### config.mk
export PLATFORM = sky130hd
export DESIGN_NAME = md5_message_digest_unit
export DESIGN_NICKNAME = d
export VERILOG_FILES = /design/src/hdl/md5_pkg.sv /design/src/hdl/md5_message_digest_unit.sv
export SDC_FILE = /design/constraint.sdc
export NUM_CORES = 2
export LEC_CHECK = 0
export ABC_AREA = 0
export BUFFER_PORTS_ARGS = -buffer_cell sky130_fd_sc_hd__buf_4
export CORE_MARGIN = 2
export CORE_UTILIZATION = 60
export DETAILED_ROUTE_END_ITERATION = 12
export HOLD_SLACK_MARGIN = 0.06
export MAX_ROUTING_LAYER = met4
export PLACE_DENSITY = 0.76
export SYNTH_ARGS = -nofsm -noshare
export SYNTH_HDL_FRONTEND = slang
export SYNTH_SLANG_ARGS = --single-unit
export TNS_END_PERCENT = 20
### constraint.sdc
create_clock -name i_clk -period 12.1 [get_ports i_clk]
set_input_delay 0 -clock i_clk [delete_from_list [all_inputs] [get_ports i_clk]]
set_output_delay 0 -clock i_clk [all_outputs]
set_load 0.05 [all_outputs]
### src/hdl/md5_pkg.sv
package md5_pkg;

    typedef struct packed {
        logic       func;
        logic [7:0] data_byte;
    } t_in_item;

    typedef struct packed {
        logic [31:0] digest_word;
        logic [1:0]  word_index;
        logic        last_word;
    } t_out_item;

    localparam logic [31:0] IV0 = 32'h67452301;
    localparam logic [31:0] IV1 = 32'hefcdab89;
    localparam logic [31:0] IV2 = 32'h98badcfe;
    localparam logic [31:0] IV3 = 32'h10325476;

    localparam logic FUNC_APPEND = 1'b0;
    localparam logic FUNC_FINISH = 1'b1;

    localparam logic [7:0] PAD_MARK = 8'h80;
    localparam logic [5:0] LEN_POS  = 6'd56;

    function automatic logic [31:0] round_k(input logic [5:0] r);
        logic [31:0] k;
        case (r)
            6'd0:  k = 32'hd76aa478; 6'd1:  k = 32'he8c7b756;
            6'd2:  k = 32'h242070db; 6'd3:  k = 32'hc1bdceee;
            6'd4:  k = 32'hf57c0faf; 6'd5:  k = 32'h4787c62a;
            6'd6:  k = 32'ha8304613; 6'd7:  k = 32'hfd469501;
            6'd8:  k = 32'h698098d8; 6'd9:  k = 32'h8b44f7af;
            6'd10: k = 32'hffff5bb1; 6'd11: k = 32'h895cd7be;
            6'd12: k = 32'h6b901122; 6'd13: k = 32'hfd987193;
            6'd14: k = 32'ha679438e; 6'd15: k = 32'h49b40821;
            6'd16: k = 32'hf61e2562; 6'd17: k = 32'hc040b340;
            6'd18: k = 32'h265e5a51; 6'd19: k = 32'he9b6c7aa;
            6'd20: k = 32'hd62f105d; 6'd21: k = 32'h02441453;
            6'd22: k = 32'hd8a1e681; 6'd23: k = 32'he7d3fbc8;
            6'd24: k = 32'h21e1cde6; 6'd25: k = 32'hc33707d6;
            6'd26: k = 32'hf4d50d87; 6'd27: k = 32'h455a14ed;
            6'd28: k = 32'ha9e3e905; 6'd29: k = 32'hfcefa3f8;
            6'd30: k = 32'h676f02d9; 6'd31: k = 32'h8d2a4c8a;
            6'd32: k = 32'hfffa3942; 6'd33: k = 32'h8771f681;
            6'd34: k = 32'h6d9d6122; 6'd35: k = 32'hfde5380c;
            6'd36: k = 32'ha4beea44; 6'd37: k = 32'h4bdecfa9;
            6'd38: k = 32'hf6bb4b60; 6'd39: k = 32'hbebfbc70;
            6'd40: k = 32'h289b7ec6; 6'd41: k = 32'heaa127fa;
            6'd42: k = 32'hd4ef3085; 6'd43: k = 32'h04881d05;
            6'd44: k = 32'hd9d4d039; 6'd45: k = 32'he6db99e5;
            6'd46: k = 32'h1fa27cf8; 6'd47: k = 32'hc4ac5665;
            6'd48: k = 32'hf4292244; 6'd49: k = 32'h432aff97;
            6'd50: k = 32'hab9423a7; 6'd51: k = 32'hfc93a039;
            6'd52: k = 32'h655b59c3; 6'd53: k = 32'h8f0ccc92;
            6'd54: k = 32'hffeff47d; 6'd55: k = 32'h85845dd1;
            6'd56: k = 32'h6fa87e4f; 6'd57: k = 32'hfe2ce6e0;
            6'd58: k = 32'ha3014314; 6'd59: k = 32'h4e0811a1;
            6'd60: k = 32'hf7537e82; 6'd61: k = 32'hbd3af235;
            6'd62: k = 32'h2ad7d2bb; 6'd63: k = 32'heb86d391;
            default: k = 32'h0;
        endcase
        return k;
    endfunction

    function automatic logic [4:0] rot_amount(input logic [5:0] r);
        logic [4:0] s;
        case ({r[5:4], r[1:0]})
            4'd0:  s = 5'd7;  4'd1:  s = 5'd12; 4'd2:  s = 5'd17; 4'd3:  s = 5'd22;
            4'd4:  s = 5'd5;  4'd5:  s = 5'd9;  4'd6:  s = 5'd14; 4'd7:  s = 5'd20;
            4'd8:  s = 5'd4;  4'd9:  s = 5'd11; 4'd10: s = 5'd16; 4'd11: s = 5'd23;
            4'd12: s = 5'd6;  4'd13: s = 5'd10; 4'd14: s = 5'd15; 4'd15: s = 5'd21;
            default: s = 5'd0;
        endcase
        return s;
    endfunction

    function automatic logic [3:0] msg_index(input logic [5:0] r);
        logic [3:0] i;
        case (r[5:4])
            2'd0:    i = r[3:0];
            2'd1:    i = 4'(5 * r + 1);
            2'd2:    i = 4'(3 * r + 5);
            default: i = 4'(7 * r);
        endcase
        return i;
    endfunction

endpackage

### src/hdl/md5_message_digest_unit.sv
// MD5 digest unit, one message byte per input transfer.
// Input channel (i_in_valid/o_in_ready, t_in_item): func 0 appends data_byte,
// func 1 finishes the message. Output channel (o_out_valid/i_out_ready,
// t_out_item) carries four digest words per finish, index 0 first.
// Bytes are packed little-endian into a 16-word block memory with a
// registered read; each append is written as it is accepted. The 64th
// byte of a block starts a compression of 64 rounds, one round per cycle,
// after a prime state that starts the memory read and before a fold into
// the chain value; input is held off throughout. A finish writes the pad
// marker and zero fill one word per cycle, then the length words, runs one
// or two compressions (two when the marker leaves no room for the length),
// then emits the four words, one per cycle while the receiver takes them;
// a stalled receiver holds the current word. The round loop through the
// shared adder chain dominates the time per block.
// Synchronous active-low reset loads the MD5 initial vector and clears the
// byte and fill counts; the block memory needs no clearing.
module md5_message_digest_unit
    import md5_pkg::*;
(
    input  logic      i_clk,
    input  logic      i_rst_n,
    input  logic      i_in_valid,
    output logic      o_in_ready,
    input  t_in_item  i_in_data,
    output logic      o_out_valid,
    input  logic      i_out_ready,
    output t_out_item o_out_data
);

    typedef enum logic [2:0] {
        S_IDLE, S_PAD, S_LEN, S_PRIME, S_ROUND, S_FOLD, S_EMIT
    } t_state;

    t_state      r_state;
    logic [31:0] r_mem [16];
    logic [31:0] r_rd;
    logic [31:0] r_h [4];
    logic [31:0] r_a, r_b, r_c, r_d;
    logic [5:0]  r_fill;
    logic [63:0] r_count;
    logic [5:0]  r_round;
    logic [4:0]  r_pad;      // word pointer for fill, bit 4 = done
    logic        r_finish;   // compression belongs to a finish
    logic        r_second;   // fill is for the length-only second block of a finish
    logic [1:0]  r_oidx;
    logic [31:0] r_part;     // word under assembly

    logic        wr_en;
    logic [3:0]  wr_addr;
    logic [31:0] wr_data;
    logic [3:0]  rd_addr;
    logic [31:0] f_val, sum, rot;
    logic [4:0]  sh;
    logic [5:0]  fill_nx;
    logic [63:0] bits;

    assign o_in_ready  = (r_state == S_IDLE);
    assign o_out_valid = (r_state == S_EMIT);
    assign o_out_data.digest_word = r_h[r_oidx];
    assign o_out_data.word_index  = r_oidx;
    assign o_out_data.last_word   = (r_oidx == 2'd3);
    assign bits    = {r_count[60:0], 3'b000};
    assign fill_nx = r_fill + 6'd1;

    // Block memory write: merge byte into the word under assembly, or write pad marker, zero fill and length words
    always_comb begin
        wr_en   = 1'b0;
        wr_addr = r_fill[5:2];
        wr_data = r_part;
        case (r_state)
            S_IDLE: begin
                if (i_in_valid && i_in_data.func == FUNC_APPEND) begin
                    wr_en = 1'b1;
                    case (r_fill[1:0])
                        2'd0:    wr_data = {24'h0, i_in_data.data_byte};
                        2'd1:    wr_data = {16'h0, i_in_data.data_byte, r_part[7:0]};
                        2'd2:    wr_data = {8'h0, i_in_data.data_byte, r_part[15:0]};
                        default: wr_data = {i_in_data.data_byte, r_part[23:0]};
                    endcase
                end
            end
            S_PAD: begin
                wr_en   = 1'b1;
                wr_addr = r_pad[3:0];
                if (r_pad[3:0] == r_fill[5:2] && !r_second) begin
                    case (r_fill[1:0])
                        2'd0:    wr_data = {24'h0, PAD_MARK};
                        2'd1:    wr_data = {16'h0, PAD_MARK, r_part[7:0]};
                        2'd2:    wr_data = {8'h0, PAD_MARK, r_part[15:0]};
                        default: wr_data = {PAD_MARK, r_part[23:0]};
                    endcase
                end else begin
                    wr_data = 32'h0;
                end
            end
            S_LEN: begin
                wr_en   = 1'b1;
                wr_addr = r_pad[0] ? 4'd15 : 4'd14;
                wr_data = r_pad[0] ? bits[63:32] : bits[31:0];
            end
            default: ;
        endcase
    end

    // Round logic
    always_comb begin
        case (r_round[5:4])
            2'd0:    f_val = (r_b & r_c) | (~r_b & r_d);
            2'd1:    f_val = (r_b & r_d) | (r_c & ~r_d);
            2'd2:    f_val = r_b ^ r_c ^ r_d;
            default: f_val = r_c ^ (r_b | ~r_d);
        endcase
        sum = r_a + f_val + round_k(r_round) + r_rd;
        sh  = rot_amount(r_round);
        rot = (sum << sh) | (sum >> (6'd32 - {1'b0, sh}));
        rd_addr = (r_state == S_ROUND) ? msg_index(r_round + 6'd1) : msg_index(6'd0);
    end

    // Block memory
    always_ff @(posedge i_clk) begin
        if (wr_en) begin
            r_mem[wr_addr] <= wr_data;
        end
        r_rd <= r_mem[rd_addr];
    end

    // Control and datapath
    always_ff @(posedge i_clk) begin
        if (!i_rst_n) begin
            r_state  <= S_IDLE;
            r_h[0]   <= IV0;
            r_h[1]   <= IV1;
            r_h[2]   <= IV2;
            r_h[3]   <= IV3;
            r_fill   <= '0;
            r_count  <= '0;
            r_round  <= '0;
            r_pad    <= '0;
            r_finish <= 1'b0;
            r_second <= 1'b0;
            r_oidx   <= '0;
        end else begin
            case (r_state)
                S_IDLE: begin
                    if (i_in_valid) begin
                        if (i_in_data.func == FUNC_APPEND) begin
                            r_part  <= (r_fill[1:0] == 2'd3) ? 32'h0 : wr_data;
                            r_fill  <= fill_nx;
                            r_count <= r_count + 64'd1;
                            if (fill_nx == 6'd0) begin
                                r_finish <= 1'b0;
                                r_state  <= S_PRIME;
                            end
                        end else begin
                            r_finish <= 1'b1;
                            r_second <= 1'b0;
                            r_pad    <= {1'b0, r_fill[5:2]};
                            r_state  <= S_PAD;
                        end
                    end
                end
                S_PAD: begin
                    if (r_pad[3:0] == 4'd15 && (r_second || r_fill < LEN_POS)) begin
                        r_pad   <= '0;
                        r_state <= S_LEN;
                    end else begin
                        r_pad <= r_pad + 5'd1;
                        if (r_pad[3:0] == 4'd15) begin
                            r_state <= S_PRIME;
                        end
                    end
                end
                S_LEN: begin
                    r_pad <= r_pad + 5'd1;
                    if (r_pad[0]) begin
                        r_second <= 1'b0;
                        r_state  <= S_PRIME;
                    end
                end
                S_PRIME: begin
                    r_a     <= r_h[0];
                    r_b     <= r_h[1];
                    r_c     <= r_h[2];
                    r_d     <= r_h[3];
                    r_round <= '0;
                    r_state <= S_ROUND;
                end
                S_ROUND: begin
                    r_a     <= r_d;
                    r_d     <= r_c;
                    r_c     <= r_b;
                    r_b     <= r_b + rot;
                    r_round <= r_round + 6'd1;
                    if (r_round == 6'd63) begin
                        r_state <= S_FOLD;
                    end
                end
                S_FOLD: begin
                    r_h[0] <= r_h[0] + r_a;
                    r_h[1] <= r_h[1] + r_b;
                    r_h[2] <= r_h[2] + r_c;
                    r_h[3] <= r_h[3] + r_d;
                    if (!r_finish) begin
                        r_state <= S_IDLE;
                    end else if (r_fill >= LEN_POS && !r_second && r_pad[4]) begin
                        // first of two finish blocks done: zero fill then length
                        r_second <= 1'b1;
                        r_pad    <= '0;
                        r_state  <= S_PAD;
                    end else begin
                        r_oidx  <= '0;
                        r_state <= S_EMIT;
                    end
                end
                S_EMIT: begin
                    if (i_out_ready) begin
                        r_oidx <= r_oidx + 2'd1;
                        if (r_oidx == 2'd3) begin
                            r_h[0]   <= IV0;
                            r_h[1]   <= IV1;
                            r_h[2]   <= IV2;
                            r_h[3]   <= IV3;
                            r_fill   <= '0;
                            r_count  <= '0;
                            r_finish <= 1'b0;
                            r_state  <= S_IDLE;
                        end
                    end
                end
                default: r_state <= S_IDLE;
            endcase
        end
    end

endmodule

==> out/metrics.cfg <==
[status]
status = finished clean

[sta]
relSlewSlack = 0.190
setup_viol = 0
period_share = 0.851
min_period_ps = 10300
finalClockSkew_ps = 30.4
postLayoutSetupSlackWorst_ps = 1800
fmax_mhz = 97.1
rsz0062_at_grt = no
hold_viol = 0
tightest_slew_ps = 1200
tns_ps = 0
drv_slew = 0

[synthesis]
synthDistinctLibCells = 96
async_reset_ff_frac = 0
avgSynthCellArea_sq_um = 9.57
netlist_area_sq_mm = 0.0580
yosys_warnings = 0
ys_ff_latch = 956
synth_edf_count = 736
synth_nets = 6353
synth_ff_type = edfxtp_1
netlist_instances = 6056
yosysSeqAreaShare = 0.457

[pwr]
p_leak_nw = 23.5
pwr-share-comb = 0.647
clkPwrFrac = 0.145
p_sw_mw = 10.1
seqPwrFrac = 0.207
power.share.switching = 0.476
power.density_mw_per_mm2 = 338
ir_drop_uv = 357
p_int_mw = 11.2

[placement]
place_hpwl_um = 124000
globalplace.congestion = 1.01
preCtsSetupSlack_ps = 2040
portBuffers = 49

[layout]
final_util = 0.654
seq_area_sq_mm = 0.0265
multiInputGateArea_sq_mm = 0.0293
fillers = 7568
nets = 6241
drive_above_1_share = 0.0758
syn2layout_area_growth_pct = 8.65

[grt]
overflow = 0
grt.total_usage = 0.374
grt_pass1_wl_um = 274000
antenna_found_initial = 2
first_global_vias = 45600
grt_max_degree = 205

[cts]
numCtsBuffers = 97
cts_buffer_depth = 3
cts-root-buf = clkbuf_16
htreeDepth = 3
insertion_delay_ps = 710
cts_tree = done
post_cts_buffers = 0
path_clk_slew_ps = 60
clock_sinks = 956

[routing]
viasPerCell = 6.64
wire_per_inst_um = 25.2
drtAntennaViolNets = 0
drc = 0
vias = 48500
wirelength_um = 184000
firstDrtPassIters = 6
drt_first_iter_violations = 5946

[worst_setup_path]
crit_path_frequent_cell = a21o_1
end_kind = flip-flop
r2r_end = r_b[31]$_DFFE_PP_
endpoint = r_b[31]$_DFFE_PP_
r2r_slack_ps = 1800
cp.buffers_inverters = 3
start_kind = flip-flop
rr_worst_depth = 34
crit_arrival_ps = 10720
path_depth = 34
cp_top_family = compound AO/OA/AOI/OAI gates
crit_path_top_delay_cell = dfxtp_4
worst-setup-path-type = flip-flop to flip-flop
cp.required_ps = 12520
cpPeakStageDelay_ps = 800
crit_fanout = 76
cp-startpoint = r_round[4]$_SDFFE_PN0N_
r2r_start = r_round[4]$_SDFFE_PN0N_

[min_path]
hold_path.class = input pin to flip-flop
min_from = i_out_ready

[floorplan]
rows = 114
die_h_um = 315
dieArea_sq_mm = 0.0991
start_util = 0.602
ios = 50
die_w_um = 315
core-area_sq_mm = 0.0963

[run]
drv_cap = 0

[worst min-delay path by stage]
stage          cells past startpoint  slack [ps]                endpoint
2_1_floorplan                      2         160   r_finish$_SDFFE_PN0P_
3_3_place_gp                       3         320   r_finish$_SDFFE_PN0P_
3_5_place_dp                       3         320   r_finish$_SDFFE_PN0P_
4_1_cts                            4         170  r_oidx[1]$_SDFFE_PN0P_
5_1_grt                            4         210  r_oidx[1]$_SDFFE_PN0P_
6_report                           4         200  r_oidx[1]$_SDFFE_PN0P_
[sequential cells by signal (all words and copies together) (netlist names), 32 cells and up, named ones only]
register / cells
r_a: 32
r_b: 32
r_c: 32
r_count: 61
r_d: 32
r_h: 128
r_mem: 512
r_part: 32
r_rd: 32
[tightest hold or removal path, delay by kind of cell]
kind	cells	cell delay [ps]
buffers and inverters	2	690
AO/OA/AOI/OAI	1	80
AND/OR/NAND/NOR	1	60
[cell usage after synthesis, types with 24 or more instances]
library cell	n	share of area
edfxtp_1	736	0.38
nand2_1	1016	0.066
o211ai_1	65	0.0084
or3_1	39	0.0042
a21o_1	93	0.012
nor3_1	127	0.011
dfxtp_1	220	0.076
ha_1	217	0.047
nor2_1	351	0.023
and2_1	134	0.014
o22ai_1	52	0.0056
inv_1	263	0.017
nor2b_1	60	0.0065
and3_1	48	0.0052
mux4_2	58	0.023
fa_1	67	0.023
o221ai_1	37	0.0056
xor2_1	142	0.021
o311a_1	33	0.0057
a31oi_1	111	0.012
a311oi_1	78	0.012
mux2i_1	61	0.011
nand2b_1	43	0.0046
a221o_1	24	0.0041
a21oi_1	434	0.037
o21a_1	24	0.0031
nor3b_1	33	0.0043
nand3_1	138	0.012
buf_1	43	0.0028
a22oi_1	27	0.0035
xnor2_1	126	0.019
a211oi_1	204	0.026
o21ai_0	321	0.028
clkbuf_1	317	0.021
[per-stage QoR]
stage / hold WS (ps) / cell area [sq um] / power, mW / std cells
floorplan: 158 / 58000 / 14.1 / 6056
global placement: 319 / 59500 / 17.8 / 7107
detailed placement: 320 / 59500 / 17.9 / 7107
CTS: 169 / 63000 / 21.0 / 7304
global route: 212 / 63000 / 22.5 / 7305
finish: 197 / 63000 / 21.3 / 7305
[cell type report]
| class | count | area share |
|---|---|---|
| diodes | 1 | 0.0000397 |
| flip-flops and latches | 956 | 0.421 |
| inverters | 268 | 0.0160 |
| multi-input cells | 4459 | 0.465 |
| clock inverters | 40 | 0.00779 |
| clock buffers | 143 | 0.0446 |
| repair buffers | 162 | 0.0203 |
| well taps | 1276 | 0.0254 |
[repair_timing]
item	CTS	global route
endpoints found under the setup margin	0	0
resized for setup	0	0
endpoints found under the hold margin	129	0
hold buffers	14	0
[logic make-up after synthesis]
group	count (synthesis)	share of synthesized area
flip-flops	956	0.457
multiplexers	143	0.0378
adder cells (fa/ha/maj)	285	0.0702
AO/OA/AOI/OAI	1688	0.191
XOR/XNOR	269	0.0408
AND/OR/NAND/NOR	2074	0.161
buffers and inverters	641	0.0419
[cell usage in the layout (no fill, tap or decap), types with 138 or more instances in the layout]
cell type / n
xor2_1: 141
a21oi_1: 432
ha_1: 217
o21ai_0: 321
a211oi_1: 204
nand2_1: 1011
dfxtp_1: 216
edfxtp_1: 736
inv_1: 263
buf_4: 146
nor2_1: 332
nand3_1: 138
[power groups by stage]
stage	logic, mW	clock network, mW	registers (mW)
after CTS	13.5	3.11	4.41
final	13.8	3.09	4.41
after floorplan	9.76	0	4.39
after global placement	13.3	0	4.46
after global routing	14.9	3.22	4.45
after detailed placement	13.4	0	4.47
[layer usage]
metal,global-route usage,vias up,wire length (um)
met5,-,-,0
met4,0.204,0,11300
met3,0.0713,594,15400
met2,0.584,2459,85900
met1,0.462,23500,71300
li1,-,21900,-
(Power assumes the default switching activity.)
